$ cat src/bmsf_pkg.sv
// shared constants and types for the binary mask speckle filter
// no dependencies; compile first
package bmsf_pkg;

    localparam int MAX_WIDTH  = 1024;
    localparam int MAX_HEIGHT = 4096;

    localparam int COL_W  = $clog2(MAX_WIDTH);       // input/output column
    localparam int ROW_W  = $clog2(MAX_HEIGHT) + 1;  // input row, runs past the frame on drain
    localparam int OROW_W = $clog2(MAX_HEIGHT);      // output row
    localparam int FW_W   = 11;                      // frame_width register
    localparam int FH_W   = 13;                      // frame_height register
    localparam int CFG_IDX_W  = 1;
    localparam int CFG_DATA_W = 13;

    localparam logic [CFG_IDX_W-1:0] REG_FRAME_WIDTH  = 1'd0;
    localparam logic [CFG_IDX_W-1:0] REG_FRAME_HEIGHT = 1'd1;

    localparam logic KIND_PIXEL = 1'b0;
    localparam logic KIND_DRAIN = 1'b1;

    localparam logic [FW_W-1:0] FW_RESET = 11'd640;
    localparam logic [FH_W-1:0] FH_RESET = 13'd480;
    localparam logic [FW_W-1:0] FW_MAX   = FW_W'(MAX_WIDTH);
    localparam logic [FH_W-1:0] FH_MAX   = FH_W'(MAX_HEIGHT);

    // line store word: bit 1 = row above, bit 0 = middle row
    typedef logic [1:0] line_word_t;
    typedef logic [8:0] window_t;

endpackage

$ cat src/bmsf_if.sv
// stream channel interfaces for the speckle filter
// depends on nothing; compile after bmsf_pkg
interface bmsf_in_if;
    logic valid;
    logic ready;
    logic kind;
    logic mask_bit;

    modport source (output valid, output kind, output mask_bit, input ready);
    modport sink (input valid, input kind, input mask_bit, output ready);
endinterface

interface bmsf_out_if;
    logic valid;
    logic ready;
    logic cleaned_bit;
    logic frame_end;

    modport source (output valid, output cleaned_bit, output frame_end, input ready);
    modport sink (input valid, input cleaned_bit, input frame_end, output ready);
endinterface

$ cat src/binary_mask_speckle_filter.sv
// top level of the binary mask speckle filter (3x3 isolated pixel removal)
// depends on bmsf_pkg, bmsf_if and bmsf_ram
//
// usage
//   mask_in  : one item per pixel (kind = pixel) in raster order, then drain
//              items (kind = drain) that flush the pending results
//   mask_out : one cleaned pixel per result item, frame_end on the last one
//   cfg_*    : frame_width (index 0) and frame_height (index 1), written only
//              while idle; any write restarts the frame
// timing
//   an item is registered into the input stage on acceptance, together with the
//   line store read of its column, and its result is then registered into the
//   output register
//   one item per cycle sustained while mask_out is not held off, set by the
//   single line store access per pixel; the first drain item of a one-row
//   frame takes two window steps
//   results lag pixels by frame_width + 1 items
// reset
//   counters and the window clear, dimensions go to 640 x 480; the line store
//   is not cleared, its reads are gated by row
// stall
//   when mask_out is held off, one more item is taken into the input stage
//   and then mask_in.ready drops until the output register empties
module binary_mask_speckle_filter (
    input  logic                            clk,
    input  logic                            rst_n,
    bmsf_in_if.sink                         mask_in,
    bmsf_out_if.source                      mask_out,
    input  logic                            cfg_we,
    input  logic [bmsf_pkg::CFG_IDX_W-1:0]  cfg_index,
    input  logic [bmsf_pkg::CFG_DATA_W-1:0] cfg_data
);
    import bmsf_pkg::*;

    // dimension registers
    logic [FW_W-1:0]   fw_reg, fw_next;
    logic [FH_W-1:0]   fh_reg, fh_next;

    // raster position of the next window step to issue, and of the next result
    logic [COL_W-1:0]  in_col_reg, in_col_next;
    logic [ROW_W-1:0]  in_row_reg, in_row_next;
    logic [COL_W-1:0]  out_col_reg, out_col_next;
    logic [OROW_W-1:0] out_row_reg, out_row_next;

    // second window step still owed by a one-row drain item
    logic              pend_reg, pend_next;

    // input stage: one issued window step waiting for its line store word
    logic              a_valid_reg, a_valid_next;
    logic [COL_W-1:0]  a_col_reg;
    logic              a_bit_reg;
    logic              a_top_en_reg;
    logic              a_mid_en_reg;
    logic              a_emit_reg;
    logic              a_last_reg;

    // write-to-read forwarding for the line store
    logic              fwd_reg, fwd_next;
    line_word_t        fwd_data_reg;

    window_t           window_reg, window_next;

    // output register
    logic              out_valid_reg, out_valid_next;
    logic              out_bit_reg;
    logic              out_end_reg;

    // line store
    logic [COL_W-1:0]  ram_raddr;
    line_word_t        ram_rdata;
    line_word_t        ram_wdata;
    line_word_t        line_word;

    // control
    logic              complete;
    logic              take;
    logic              a_advance;
    logic              a_free;
    logic              in_push;
    logic              issue;
    logic              issue_bit;
    logic              issue_emit;
    logic              issue_last;
    logic              issue_double;
    logic              in_col_wrap;

    // datapath of the step in the input stage
    logic              top_b;
    logic              mid_b;
    logic [2:0]        col_bits;
    window_t           eval_bits;
    window_t           window_step;
    logic              cleaned;

    // ---------------------------------------------------------------- handshake
    assign a_advance = a_valid_reg && (!a_emit_reg || !out_valid_reg || mask_out.ready);
    assign a_free    = !a_valid_reg || a_advance;
    assign mask_in.ready = !pend_reg && a_free;
    assign take      = mask_in.valid && mask_in.ready;

    // all rows of the frame have gone in
    assign complete  = in_row_reg >= ROW_W'(fh_reg);

    // pixels after the frame is in and drain items before it is in are dropped
    assign in_push = take && (((mask_in.kind == KIND_PIXEL) && !complete) ||
                              ((mask_in.kind == KIND_DRAIN) && complete));
    // one-row frame: the first drain item needs two window steps
    assign issue_double = in_push && (mask_in.kind == KIND_DRAIN) &&
                          (in_row_reg == ROW_W'(1)) && (in_col_reg == '0);
    assign issue     = in_push || (pend_reg && a_free);
    assign issue_bit = !pend_reg && (mask_in.kind == KIND_PIXEL) && mask_in.mask_bit;

    assign issue_emit = (in_row_reg > ROW_W'(1)) ||
                        ((in_row_reg == ROW_W'(1)) && (in_col_reg != '0));
    assign issue_last = issue_emit &&
                        (({1'b0, out_row_reg} + FH_W'(1)) >= fh_reg) &&
                        (({1'b0, out_col_reg} + FW_W'(1)) >= fw_reg);
    assign in_col_wrap = ({1'b0, in_col_reg} + FW_W'(1)) >= fw_reg;

    // ---------------------------------------------------------------- line store
    // while the input stage is stalled it re-reads its own column
    assign ram_raddr = (a_valid_reg && !a_advance) ? a_col_reg : in_col_reg;
    assign line_word = fwd_reg ? fwd_data_reg : ram_rdata;

    bmsf_ram #(
        .WIDTH ($bits(line_word_t)),
        .DEPTH (MAX_WIDTH)
    ) u_line_store (
        .clk   (clk),
        .we    (a_advance),
        .waddr (a_col_reg),
        .wdata (ram_wdata),
        .raddr (ram_raddr),
        .rdata (ram_rdata)
    );

    // ---------------------------------------------------------------- window step
    always_comb
    begin
        top_b    = a_top_en_reg && line_word[1];
        mid_b    = a_mid_en_reg && line_word[0];
        col_bits = {a_bit_reg, mid_b, top_b};
        if (a_col_reg == '0)
        begin
            // centre is the last column of the previous row, right column off frame
            eval_bits   = {3'b000, window_reg[8:3]};
            window_step = {col_bits, 6'b000000};
        end
        else
        begin
            window_step = {col_bits, window_reg[8:3]};
            eval_bits   = window_step;
        end
        // keep a set centre only with two or more set neighbours
        cleaned   = eval_bits[4] && ($countones(eval_bits & 9'h1EF) >= 2);
        ram_wdata = {mid_b, a_bit_reg};
    end

    // ---------------------------------------------------------------- next state
    always_comb
    begin
        fw_next      = fw_reg;
        fh_next      = fh_reg;
        in_col_next  = in_col_reg;
        in_row_next  = in_row_reg;
        out_col_next = out_col_reg;
        out_row_next = out_row_reg;
        pend_next    = pend_reg;
        window_next  = window_reg;

        if (a_advance)
        begin
            window_next = a_last_reg ? '0 : window_step;
        end

        if (cfg_we)
        begin
            case (cfg_index)
                REG_FRAME_WIDTH:
                begin
                    if (cfg_data[FW_W-1:0] == '0)
                        fw_next = FW_W'(1);
                    else if (cfg_data[FW_W-1:0] > FW_MAX)
                        fw_next = FW_MAX;
                    else
                        fw_next = cfg_data[FW_W-1:0];
                end
                REG_FRAME_HEIGHT:
                begin
                    if (cfg_data[FH_W-1:0] == '0)
                        fh_next = FH_W'(1);
                    else if (cfg_data[FH_W-1:0] > FH_MAX)
                        fh_next = FH_MAX;
                    else
                        fh_next = cfg_data[FH_W-1:0];
                end
                default:
                begin
                    fw_next = fw_reg;
                end
            endcase
            in_col_next  = '0;
            in_row_next  = '0;
            out_col_next = '0;
            out_row_next = '0;
            pend_next    = 1'b0;
            window_next  = '0;
        end
        else if (issue)
        begin
            pend_next = issue_double;
            if (issue_last)
            begin
                // last result of the frame: back to the start
                in_col_next  = '0;
                in_row_next  = '0;
                out_col_next = '0;
                out_row_next = '0;
            end
            else
            begin
                if (in_col_wrap)
                begin
                    in_col_next = '0;
                    in_row_next = in_row_reg + ROW_W'(1);
                end
                else
                begin
                    in_col_next = in_col_reg + COL_W'(1);
                end
                if (issue_emit)
                begin
                    if (({1'b0, out_col_reg} + FW_W'(1)) >= fw_reg)
                    begin
                        out_col_next = '0;
                        out_row_next = out_row_reg + OROW_W'(1);
                    end
                    else
                    begin
                        out_col_next = out_col_reg + COL_W'(1);
                    end
                end
            end
        end

        a_valid_next = issue ? 1'b1 : (a_advance ? 1'b0 : a_valid_reg);
        // the read issued this cycle misses the write made at this edge
        fwd_next = issue && a_advance && (a_col_reg == in_col_reg);

        if (a_advance && a_emit_reg)
            out_valid_next = 1'b1;
        else if (mask_out.ready)
            out_valid_next = 1'b0;
        else
            out_valid_next = out_valid_reg;
    end

    // ---------------------------------------------------------------- registers
    always_ff @(posedge clk or negedge rst_n)
    begin
        if (!rst_n)
        begin
            fw_reg        <= FW_RESET;
            fh_reg        <= FH_RESET;
            in_col_reg    <= '0;
            in_row_reg    <= '0;
            out_col_reg   <= '0;
            out_row_reg   <= '0;
            pend_reg      <= 1'b0;
            a_valid_reg   <= 1'b0;
            fwd_reg       <= 1'b0;
            window_reg    <= '0;
            out_valid_reg <= 1'b0;
        end
        else
        begin
            fw_reg        <= fw_next;
            fh_reg        <= fh_next;
            in_col_reg    <= in_col_next;
            in_row_reg    <= in_row_next;
            out_col_reg   <= out_col_next;
            out_row_reg   <= out_row_next;
            pend_reg      <= pend_next;
            a_valid_reg   <= a_valid_next;
            fwd_reg       <= fwd_next;
            window_reg    <= window_next;
            out_valid_reg <= out_valid_next;
        end
    end

    // payload registers, no reset
    always_ff @(posedge clk)
    begin
        if (issue)
        begin
            a_col_reg    <= in_col_reg;
            a_bit_reg    <= issue_bit;
            a_top_en_reg <= in_row_reg >= ROW_W'(2);
            a_mid_en_reg <= in_row_reg >= ROW_W'(1);
            a_emit_reg   <= issue_emit;
            a_last_reg   <= issue_last;
        end
        fwd_data_reg <= ram_wdata;
        if (a_advance && a_emit_reg)
        begin
            out_bit_reg <= cleaned;
            out_end_reg <= a_last_reg;
        end
    end

    assign mask_out.valid       = out_valid_reg;
    assign mask_out.cleaned_bit = out_bit_reg;
    assign mask_out.frame_end   = out_end_reg;

    // ---------------------------------------------------------------- checks
    // the owed second window step blocks new items
    a_pend_blocks: assert property (@(posedge clk) disable iff (!rst_n)
        pend_reg |-> !mask_in.ready)
        else $error("input accepted while a drain step is owed");

    // forwarding only applies to a step held in the input stage
    a_fwd_staged: assert property (@(posedge clk) disable iff (!rst_n)
        fwd_reg |-> a_valid_reg)
        else $error("forward flag without a staged step");

    // issuing the last result restarts the raster position
    a_last_restart: assert property (@(posedge clk) disable iff (!rst_n)
        (issue && issue_last && !cfg_we) |=> (in_row_reg == '0 && in_col_reg == '0))
        else $error("frame did not restart after its last result");

    // a result only leaves the input stage when the output register can take it
    a_no_overrun: assert property (@(posedge clk) disable iff (!rst_n)
        (a_advance && a_emit_reg && out_valid_reg) |-> mask_out.ready)
        else $error("output register overrun");

endmodule

$ cat src/bmsf_ram.sv
// generic simple dual port ram, one write and one registered read port
// no dependencies
module bmsf_ram #(
    parameter int WIDTH = 2,
    parameter int DEPTH = 1024
) (
    input  logic                     clk,
    input  logic                     we,
    input  logic [$clog2(DEPTH)-1:0] waddr,
    input  logic [WIDTH-1:0]         wdata,
    input  logic [$clog2(DEPTH)-1:0] raddr,
    output logic [WIDTH-1:0]         rdata
);

    logic [WIDTH-1:0] mem [DEPTH];

    always_ff @(posedge clk)
    begin
        if (we)
        begin
            mem[waddr] <= wdata;
        end
        rdata <= mem[raddr];
    end

endmodule
$ cat src/flat_wrapper.sv
// flat-port wrapper written by rule: the top's interface ports become plain ports
module binary_mask_speckle_filter_flat import bmsf_pkg::*;
  (clk, rst_n, cfg_we, cfg_index, cfg_data, mask_in_valid, mask_in_kind, mask_in_mask_bit, mask_in_ready, mask_out_valid, mask_out_cleaned_bit, mask_out_frame_end, mask_out_ready);
  bmsf_in_if mask_in_i ();
  bmsf_out_if mask_out_i ();
  input  logic clk;
  input  logic rst_n;
  input  logic cfg_we;
  input  logic [bmsf_pkg::CFG_IDX_W-1:0] cfg_index;
  input  logic [bmsf_pkg::CFG_DATA_W-1:0] cfg_data;
  input wire logic [$bits(mask_in_i.valid)-1:0] mask_in_valid;
  input wire logic [$bits(mask_in_i.kind)-1:0] mask_in_kind;
  input wire logic [$bits(mask_in_i.mask_bit)-1:0] mask_in_mask_bit;
  output wire logic [$bits(mask_in_i.ready)-1:0] mask_in_ready;
  output wire logic [$bits(mask_out_i.valid)-1:0] mask_out_valid;
  output wire logic [$bits(mask_out_i.cleaned_bit)-1:0] mask_out_cleaned_bit;
  output wire logic [$bits(mask_out_i.frame_end)-1:0] mask_out_frame_end;
  input wire logic [$bits(mask_out_i.ready)-1:0] mask_out_ready;
  assign mask_in_i.valid = mask_in_valid;
  assign mask_in_i.kind = mask_in_kind;
  assign mask_in_i.mask_bit = mask_in_mask_bit;
  assign mask_in_ready = mask_in_i.ready;
  assign mask_out_valid = mask_out_i.valid;
  assign mask_out_cleaned_bit = mask_out_i.cleaned_bit;
  assign mask_out_frame_end = mask_out_i.frame_end;
  assign mask_out_i.ready = mask_out_ready;
  binary_mask_speckle_filter u_core (.clk(clk), .rst_n(rst_n), .mask_in(mask_in_i), .mask_out(mask_out_i), .cfg_we(cfg_we), .cfg_index(cfg_index), .cfg_data(cfg_data));
endmodule
$ cat config.mk
export PLATFORM = sky130hd
export DESIGN_NAME = binary_mask_speckle_filter_flat
export DESIGN_NICKNAME = d
export VERILOG_FILES = /design/src/bmsf_pkg.sv /design/src/bmsf_if.sv /design/src/binary_mask_speckle_filter.sv /design/src/bmsf_ram.sv /design/src/flat_wrapper.sv
export SDC_FILE = /design/constraint.sdc
export NUM_CORES = 2
export LEC_CHECK = 0
export BUFFER_PORTS_ARGS = -buffer_cell sky130_fd_sc_hd__buf_2
export CAP_MARGIN = 5
export CELL_PAD_IN_SITES_DETAIL_PLACEMENT = 1
export CELL_PAD_IN_SITES_GLOBAL_PLACEMENT = 1
export CORE_ASPECT_RATIO = 1.2
export CORE_MARGIN = 8
export CORE_UTILIZATION = 47
export CTS_CLUSTER_DIAMETER = 50
export CTS_CLUSTER_SIZE = 20
export DETAILED_ROUTE_END_ITERATION = 16
export PLACE_DENSITY_LB_ADDON = 0.1
export SLEW_MARGIN = 20
export SYNTH_ARGS = -nofsm -noshare
export SYNTH_HDL_FRONTEND = slang
export SYNTH_SLANG_ARGS = --single-unit
$ cat constraint.sdc
create_clock -name clk -period 13.6 [get_ports clk]
set_clock_uncertainty 0.1 [all_clocks]
set_input_delay 1.36 -clock clk [delete_from_list [all_inputs] [get_ports clk]]
set_output_delay 1.36 -clock clk [all_outputs]
set_load 0.05 [all_outputs]
# --- After elaboration in Yosys (flattened, before gate mapping) ---
# Memories as Yosys holds them, arrays and structs flattened. A register that Yosys moved wholly into a read port is not among the register bits.
# Cells that the tools add are included.
totals:
  reg_bits: 101
  ram_bits: 2048
  in_bits: 21
  output_inout_bits: 4
  word_cells: 137
  mem_count: 1
mem_list:
  columns: ["name", "words", "width", "read_ports", "rd_clocked_by_memory_dff", "write_ports", "line_no", "source"]
  rows:
  - ["u_core.u_line_store.mem", 1024, 2, 1, 1, 1, "bmsf_ram.sv:15", "logic [WIDTH-1:0] mem [DEPTH];"]
classes:
  add_sub_neg: 14
  n_lt_le_gt_ge: 10
  eq_ne: 2
  n_mux: 37
  bitwise: 2
  reduce_logical: 51
op_table:
  columns: ["cell", "n"]
  rows:
  - ["10-bit two-way mux", 10]
  - ["13-bit two-way mux", 6]
  - ["32-bit adder", 2]
  - ["12-bit two-way mux", 5]
  - ["9-bit two-way mux", 4]
  - ["1-bit by 32-bit adder with 32-bit output", 1]
  - ["32-bit by 1-bit adder with 32-bit output", 1]
  - ["32-bit by 3-bit >= comparator with 1-bit output (second input constant)", 1]
  - ["13-bit >= comparator", 2]
  - ["10-bit by 1-bit adder with 11-bit output (second input constant)", 2]
  - ["11-bit >= comparator", 2]
  - ["1-bit logical AND", 22]
  - ["11-bit two-way mux", 2]
  - ["10-bit by 1-bit adder with 10-bit output (second input constant)", 2]
  - ["10-bit zero test", 2]
  - ["12-bit by 1-bit adder with 13-bit output (second input constant)", 1]
  - ["13-bit by 1-bit adder with 13-bit output (second input constant)", 1]
  - ["13-bit by 1-bit equality test with 1-bit output (second input constant)", 1]
  - ["13-bit by 1-bit >= comparator with 1-bit output (second input constant)", 1]
  - ["13-bit by 2-bit >= comparator with 1-bit output (second input constant)", 1]
  - ["13-bit by 1-bit greater-than comparator with 1-bit output (second input constant)", 1]
  - ["13-bit greater-than comparator (second input constant)", 1]
  - ["13-bit zero test", 1]
  - ["12-bit by 1-bit adder with 12-bit output (second input constant)", 1]
  - ["15 further kinds", 43]

# --- Depth between registers and ports, before layout ---
depth:
  ltp_word: 13
  depth_mapped: 17
  depth_no_buf: 16

# --- Modules after synthesis ---
# A second synthesis with hierarchy kept.
hier_totals:
  cells_unflattened: 5476
  hier_area_um2: 90246.6
modules_own_cells:
  columns: ["mod", "n_inst", "cells_each", "area_per_inst_um2", "seq_area_each_um2"]
  rows:
  - ["bmsf_ram", 1, 4793, 83757.8, 61539.0]
  - ["binary_mask_speckle_filter", 1, 683, 6488.7, 2534.9]

# --- Worst setup path after synthesis ---
# No wires, ideal clock.
synth_path:
  path_kind: "reg-to-reg"
  startpoint: "register u_core.a_bit_reg"
  endpoint: "register u_core.out_bit_reg, in the netlist u_core.mask_out.cleaned_bit, data pin"
  setup_time_ps: 254
  arrival_time_ps: 14709
  required_time_ps: 13246
  slack_ps: -1463
  stages_incl_launch_ff: 7
  n_path_buf: 0
  synth_period_minus_slack_ps: 15063
  path_cell_list: "edfxtp_1 nand2_1 fa_1 fa_1 inv_1 fa_1 o21a_1"
synth_via:
  elab_chain_cells: 4
synth_lines:
  columns: ["item", "line_no", "source"]
  rows:
  - ["start, declared", "binary_mask_speckle_filter.sv:51", "logic a_bit_reg;"]
  - ["start signal, assigned", "binary_mask_speckle_filter.sv:297", "a_bit_reg <= issue_bit;"]
  - ["9-bit two-way mux", "binary_mask_speckle_filter.sv:143", "if (a_col_reg == '0)"]
  - ["32-bit by 1-bit adder with 32-bit output (not written as such)", "binary_mask_speckle_filter.sv:155", "cleaned = eval_bits[4] && ($countones(eval_bits & 9'h1EF) >= 2);"]
  - ["32-bit by 3-bit >= comparator with 1-bit output", "binary_mask_speckle_filter.sv:155", null]
  - ["1-bit logical AND", "binary_mask_speckle_filter.sv:155", null]
  - ["via u_core.cleaned", "binary_mask_speckle_filter.sv:93", "logic cleaned;"]
  - ["end signal, assigned", "binary_mask_speckle_filter.sv:306", "out_bit_reg <= cleaned;"]
  - ["end, declared", "binary_mask_speckle_filter.sv:65", "logic out_bit_reg;"]
# The timed path passes the listed nets, and every way through them passes these cells.
# A chain may end at the register's enable or synchronous reset.

# --- Final worst setup path ---
layout_path:
  startpoint: "input port mask_out_ready"
  endpoint: "register u_core.u_line_store.rdata[1], read port of u_core.u_line_store.mem"
layout_via:
  elab_chain_cells: 5
layout_lines:
  columns: ["item", "line_no", "source"]
  rows:
  - ["start, declared", "flat_wrapper.sv:18", "input wire logic [$bits(mask_out_i.ready)-1:0] mask_out_ready;"]
  - ["1-bit logical OR", "binary_mask_speckle_filter.sv:96", "assign a_advance = a_valid_reg && (!a_emit_reg || !out_valid_reg || mask_out.ready);"]
  - ["1-bit logical AND", "binary_mask_speckle_filter.sv:96", null]
  - ["1-bit zero test", "binary_mask_speckle_filter.sv:122", "assign ram_raddr = (a_valid_reg && !a_advance) ? a_col_reg : in_col_reg;"]
  - ["1-bit logical AND", "binary_mask_speckle_filter.sv:122", null]
  - ["10-bit two-way mux", "binary_mask_speckle_filter.sv:122", null]
  - ["end, declared", "bmsf_ram.sv:12", "output logic [WIDTH-1:0] rdata"]
# Every way passes these cells.

==> flow_metrics.tcl <==
set metrics [dict create \
    cts_buffers 176 \
    hold_violations 0 \
    drv_slew 0 \
    fin_crit_ns 6.194 \
    clk_pin_slew_ns 0.08 \
    die_h_um 498.6 \
    ys_seq_area_share_pct 70.24 \
    areaGrowthSynthToFinish_pct 9.495 \
    die-area_mm2 0.2085 \
    r2r_slack_ns 7.62 \
    layout.nets 7362 \
    vias 61940 \
    place_ws_ns 6.625 \
    regToRegStartpoint "u_core.mask_out.valid" \
    routed_wl_um 310600 \
    crit_fanout 58 \
    io_buffers 24 \
    design.core.area_mm2 0.1933 \
    fmax_ghz 0.1615 \
    post-cts-setup-buffer-count 0 \
    grt_pass1_vias 63790 \
    power_leakage_nw 33.30 \
    drt_iter0_drc 6736 \
    cts.path.max_buffers 3 \
    tightest_slew_ns 1.349 \
    ctsRootBufferMaster "clkbuf_16" \
    gp_congestion 0.8146 \
    fp.dieW_um 418.2 \
    start_util_pct 47.19 \
    dp_hpwl_um 171500 \
    fin_crit_sh_pct 45.54 \
    critPathLaunchType "input pin" \
    synth_flop_cell "edfxtp_1" \
    ir_worst_vdd_mv 0.1933 \
    row_count 177 \
    worstRegToRegCells 11 \
    remaining_drc_errors 0 \
    drive_gt1_share_pct 8.738 \
    synth_area_mm2 0.09123 \
    syn-instance-count 7482 \
    min_from "u_core.out_row_reg[5]" \
    async_flop_share_pct 3.678 \
    viasPerCell 6.178 \
    antenna_found_initial 16 \
    globalRouteOverflowTotal 0 \
    wl_per_cell_um 30.98 \
    timing.final.ws_setup_ns 7.406 \
    ios 25 \
    insertion_delay_ns 0.85 \
    synth_warnings 0 \
    hold_depth 2 \
    cts_resized 0 \
    grt_max_degree 230 \
    worstSetupPathType "input pin to register" \
    grt_use_total_pct 29.20 \
    final-setup-viol-count 0 \
    holdPathEnd "u_core.out_row_reg[5]" \
    synth_edf_count 2065 \
    syn_avg_cell_area_um2 12.19 \
    worstPathRequired_ns 14.24 \
    cts_tree "built" \
    r2r-end "u_core.u_line_store.rdata[1]" \
    syn-num-nets 7566 \
    htreeDepth 4 \
    firstDrtPassIters 6 \
    holdCritPathClass "register to register" \
    ys_seq_elements 2148 \
    synth_cell_types 81 \
    relSlewSlack_pct 10.04 \
    worstSetupEndpointType "register" \
    status "finished, final reports clean" \
    grt_pass1_wl_um 448000 \
    power_density_mw_per_mm2 161.6 \
    largest_reg_flops 2048 \
    cts_hold_buf 0 \
    clkSinkCount 2148 \
    ant_nets 0 \
    drv_cap 0 \
    rsz0062_at_grt "false" \
    critical_path_arrival_ns 6.83 \
    timing.hold.ws_ns 0.3775 \
]
## synthesized netlist by cell type, types with 78 or more instances
cell,number,area (um2)
a21oi_1,82,410.4
a31oi_1,121,757.0
a32oi_1,78,683.2
and3_1,94,588.1
buf_2,210,1051
clkbuf_1,264,991.0
edfxtp_1,2065,62010
mux2i_1,140,1401
nand2_1,1724,6471
nand3_1,605,3028
nand4_1,144,900.9
nor2_1,1117,4193
## report_power, final
part | switching (W) | internal, W
sequential | 0.0000633 | 0.00784
clock | 0.00272 | 0.00270
combinational | 0.00219 | 0.000633
total | 0.00497 | 0.0112
## through the flow
step	power, W	TNS, ns	cells	util [%]	instance area, um2
after detailed placement	0.01088	0	9695	48.52	93800
final	0.01615	0	10030	51.67	99890
after floorplan	0.01027	-1266.44	7482	-	91230
after global routing	0.01663	0	10020	51.66	99880
after CTS	0.01621	0	10020	51.65	99850
after global placement	0.01084	0	9694	48.51	93780
## metal layers
layer,vias to the layer above,track usage [%],share of wire [%]
li1,26640,-,-
met1,32580,38.84,40
met2,2172,48.83,49
met3,535,4.110,6.4
met4,10,11.09,4.3
met5,-,0,0.022
## cell type report
class	count	area, um2
multi-input combinational	4716	24730
tap	2595	3247
sequential	2148	64070
clock inverter	140	1582
timing repair buffer	186	1592
fill	19500	93450
clock buffer	187	4467
inverter	50	191.4
antenna	4	10.01
## cells in the final DEF (no fill, tap or decap), types with 48 or more instances in the layout
cell and instances:
a32oi_1 78, o21ai_0 69, a311oi_1 66, a31oi_1 121, and3_1 94, mux4_2 60, mux2i_1 138, ha_1 59
buf_4 140, edfxtp_1 2065, a21oi_1 81, nand4_1 144, nor2_1 1108, dfrtp_1 73, nand2_1 1688, inv_1 48
clkbuf_16 177, nand3_1 604
## kinds of logic (layout without fill, tap and decap cells)
logic type               count (synthesis)  in the layout  share of synthesized area (%)
AND/OR/NAND/NOR                       3812           3812                          17.57
flip-flops                            2148           2148                          70.24
buffers and inverters                  618            563                          3.098
AO/OA/AOI/OAI                          590            590                          4.633
multiplexers                           212            212                          3.189
adder cells (fa/ha/maj)                 64             64                         0.9079
XOR/XNOR                                38             38                         0.3648
other                                    0              4                              0
## worst max-delay path: stages
cell and delay, ns:
buf_2 0.13, nand4b_4 0.46, mux2i_4 0.32, buf_12 0.42, buf_4 0.56, buf_4 0.74
a311oi_1 0.08, o21ai_0 0.58, nand3_1 0.60, or4_1 0.72, o41a_1 0.46, and3b_1 0.18
## how the worst max path moves through the flow
stage	from	to	cells after the start
2_1_floorplan	u_core.a_bit_reg	u_core.mask_out.cleaned_bit	6
3_3_place_gp	mask_out_ready	u_core.u_line_store.rdata[1]	13
3_5_place_dp	mask_out_ready	u_core.u_line_store.rdata[1]	12
4_1_cts	mask_out_ready	u_core.u_line_store.rdata[1]	14
5_1_grt	mask_out_ready	u_core.u_line_store.rdata[1]	14
6_report	mask_out_ready	u_core.u_line_store.rdata[1]	12
Note: power is estimated with default switching activity, not from simulation.
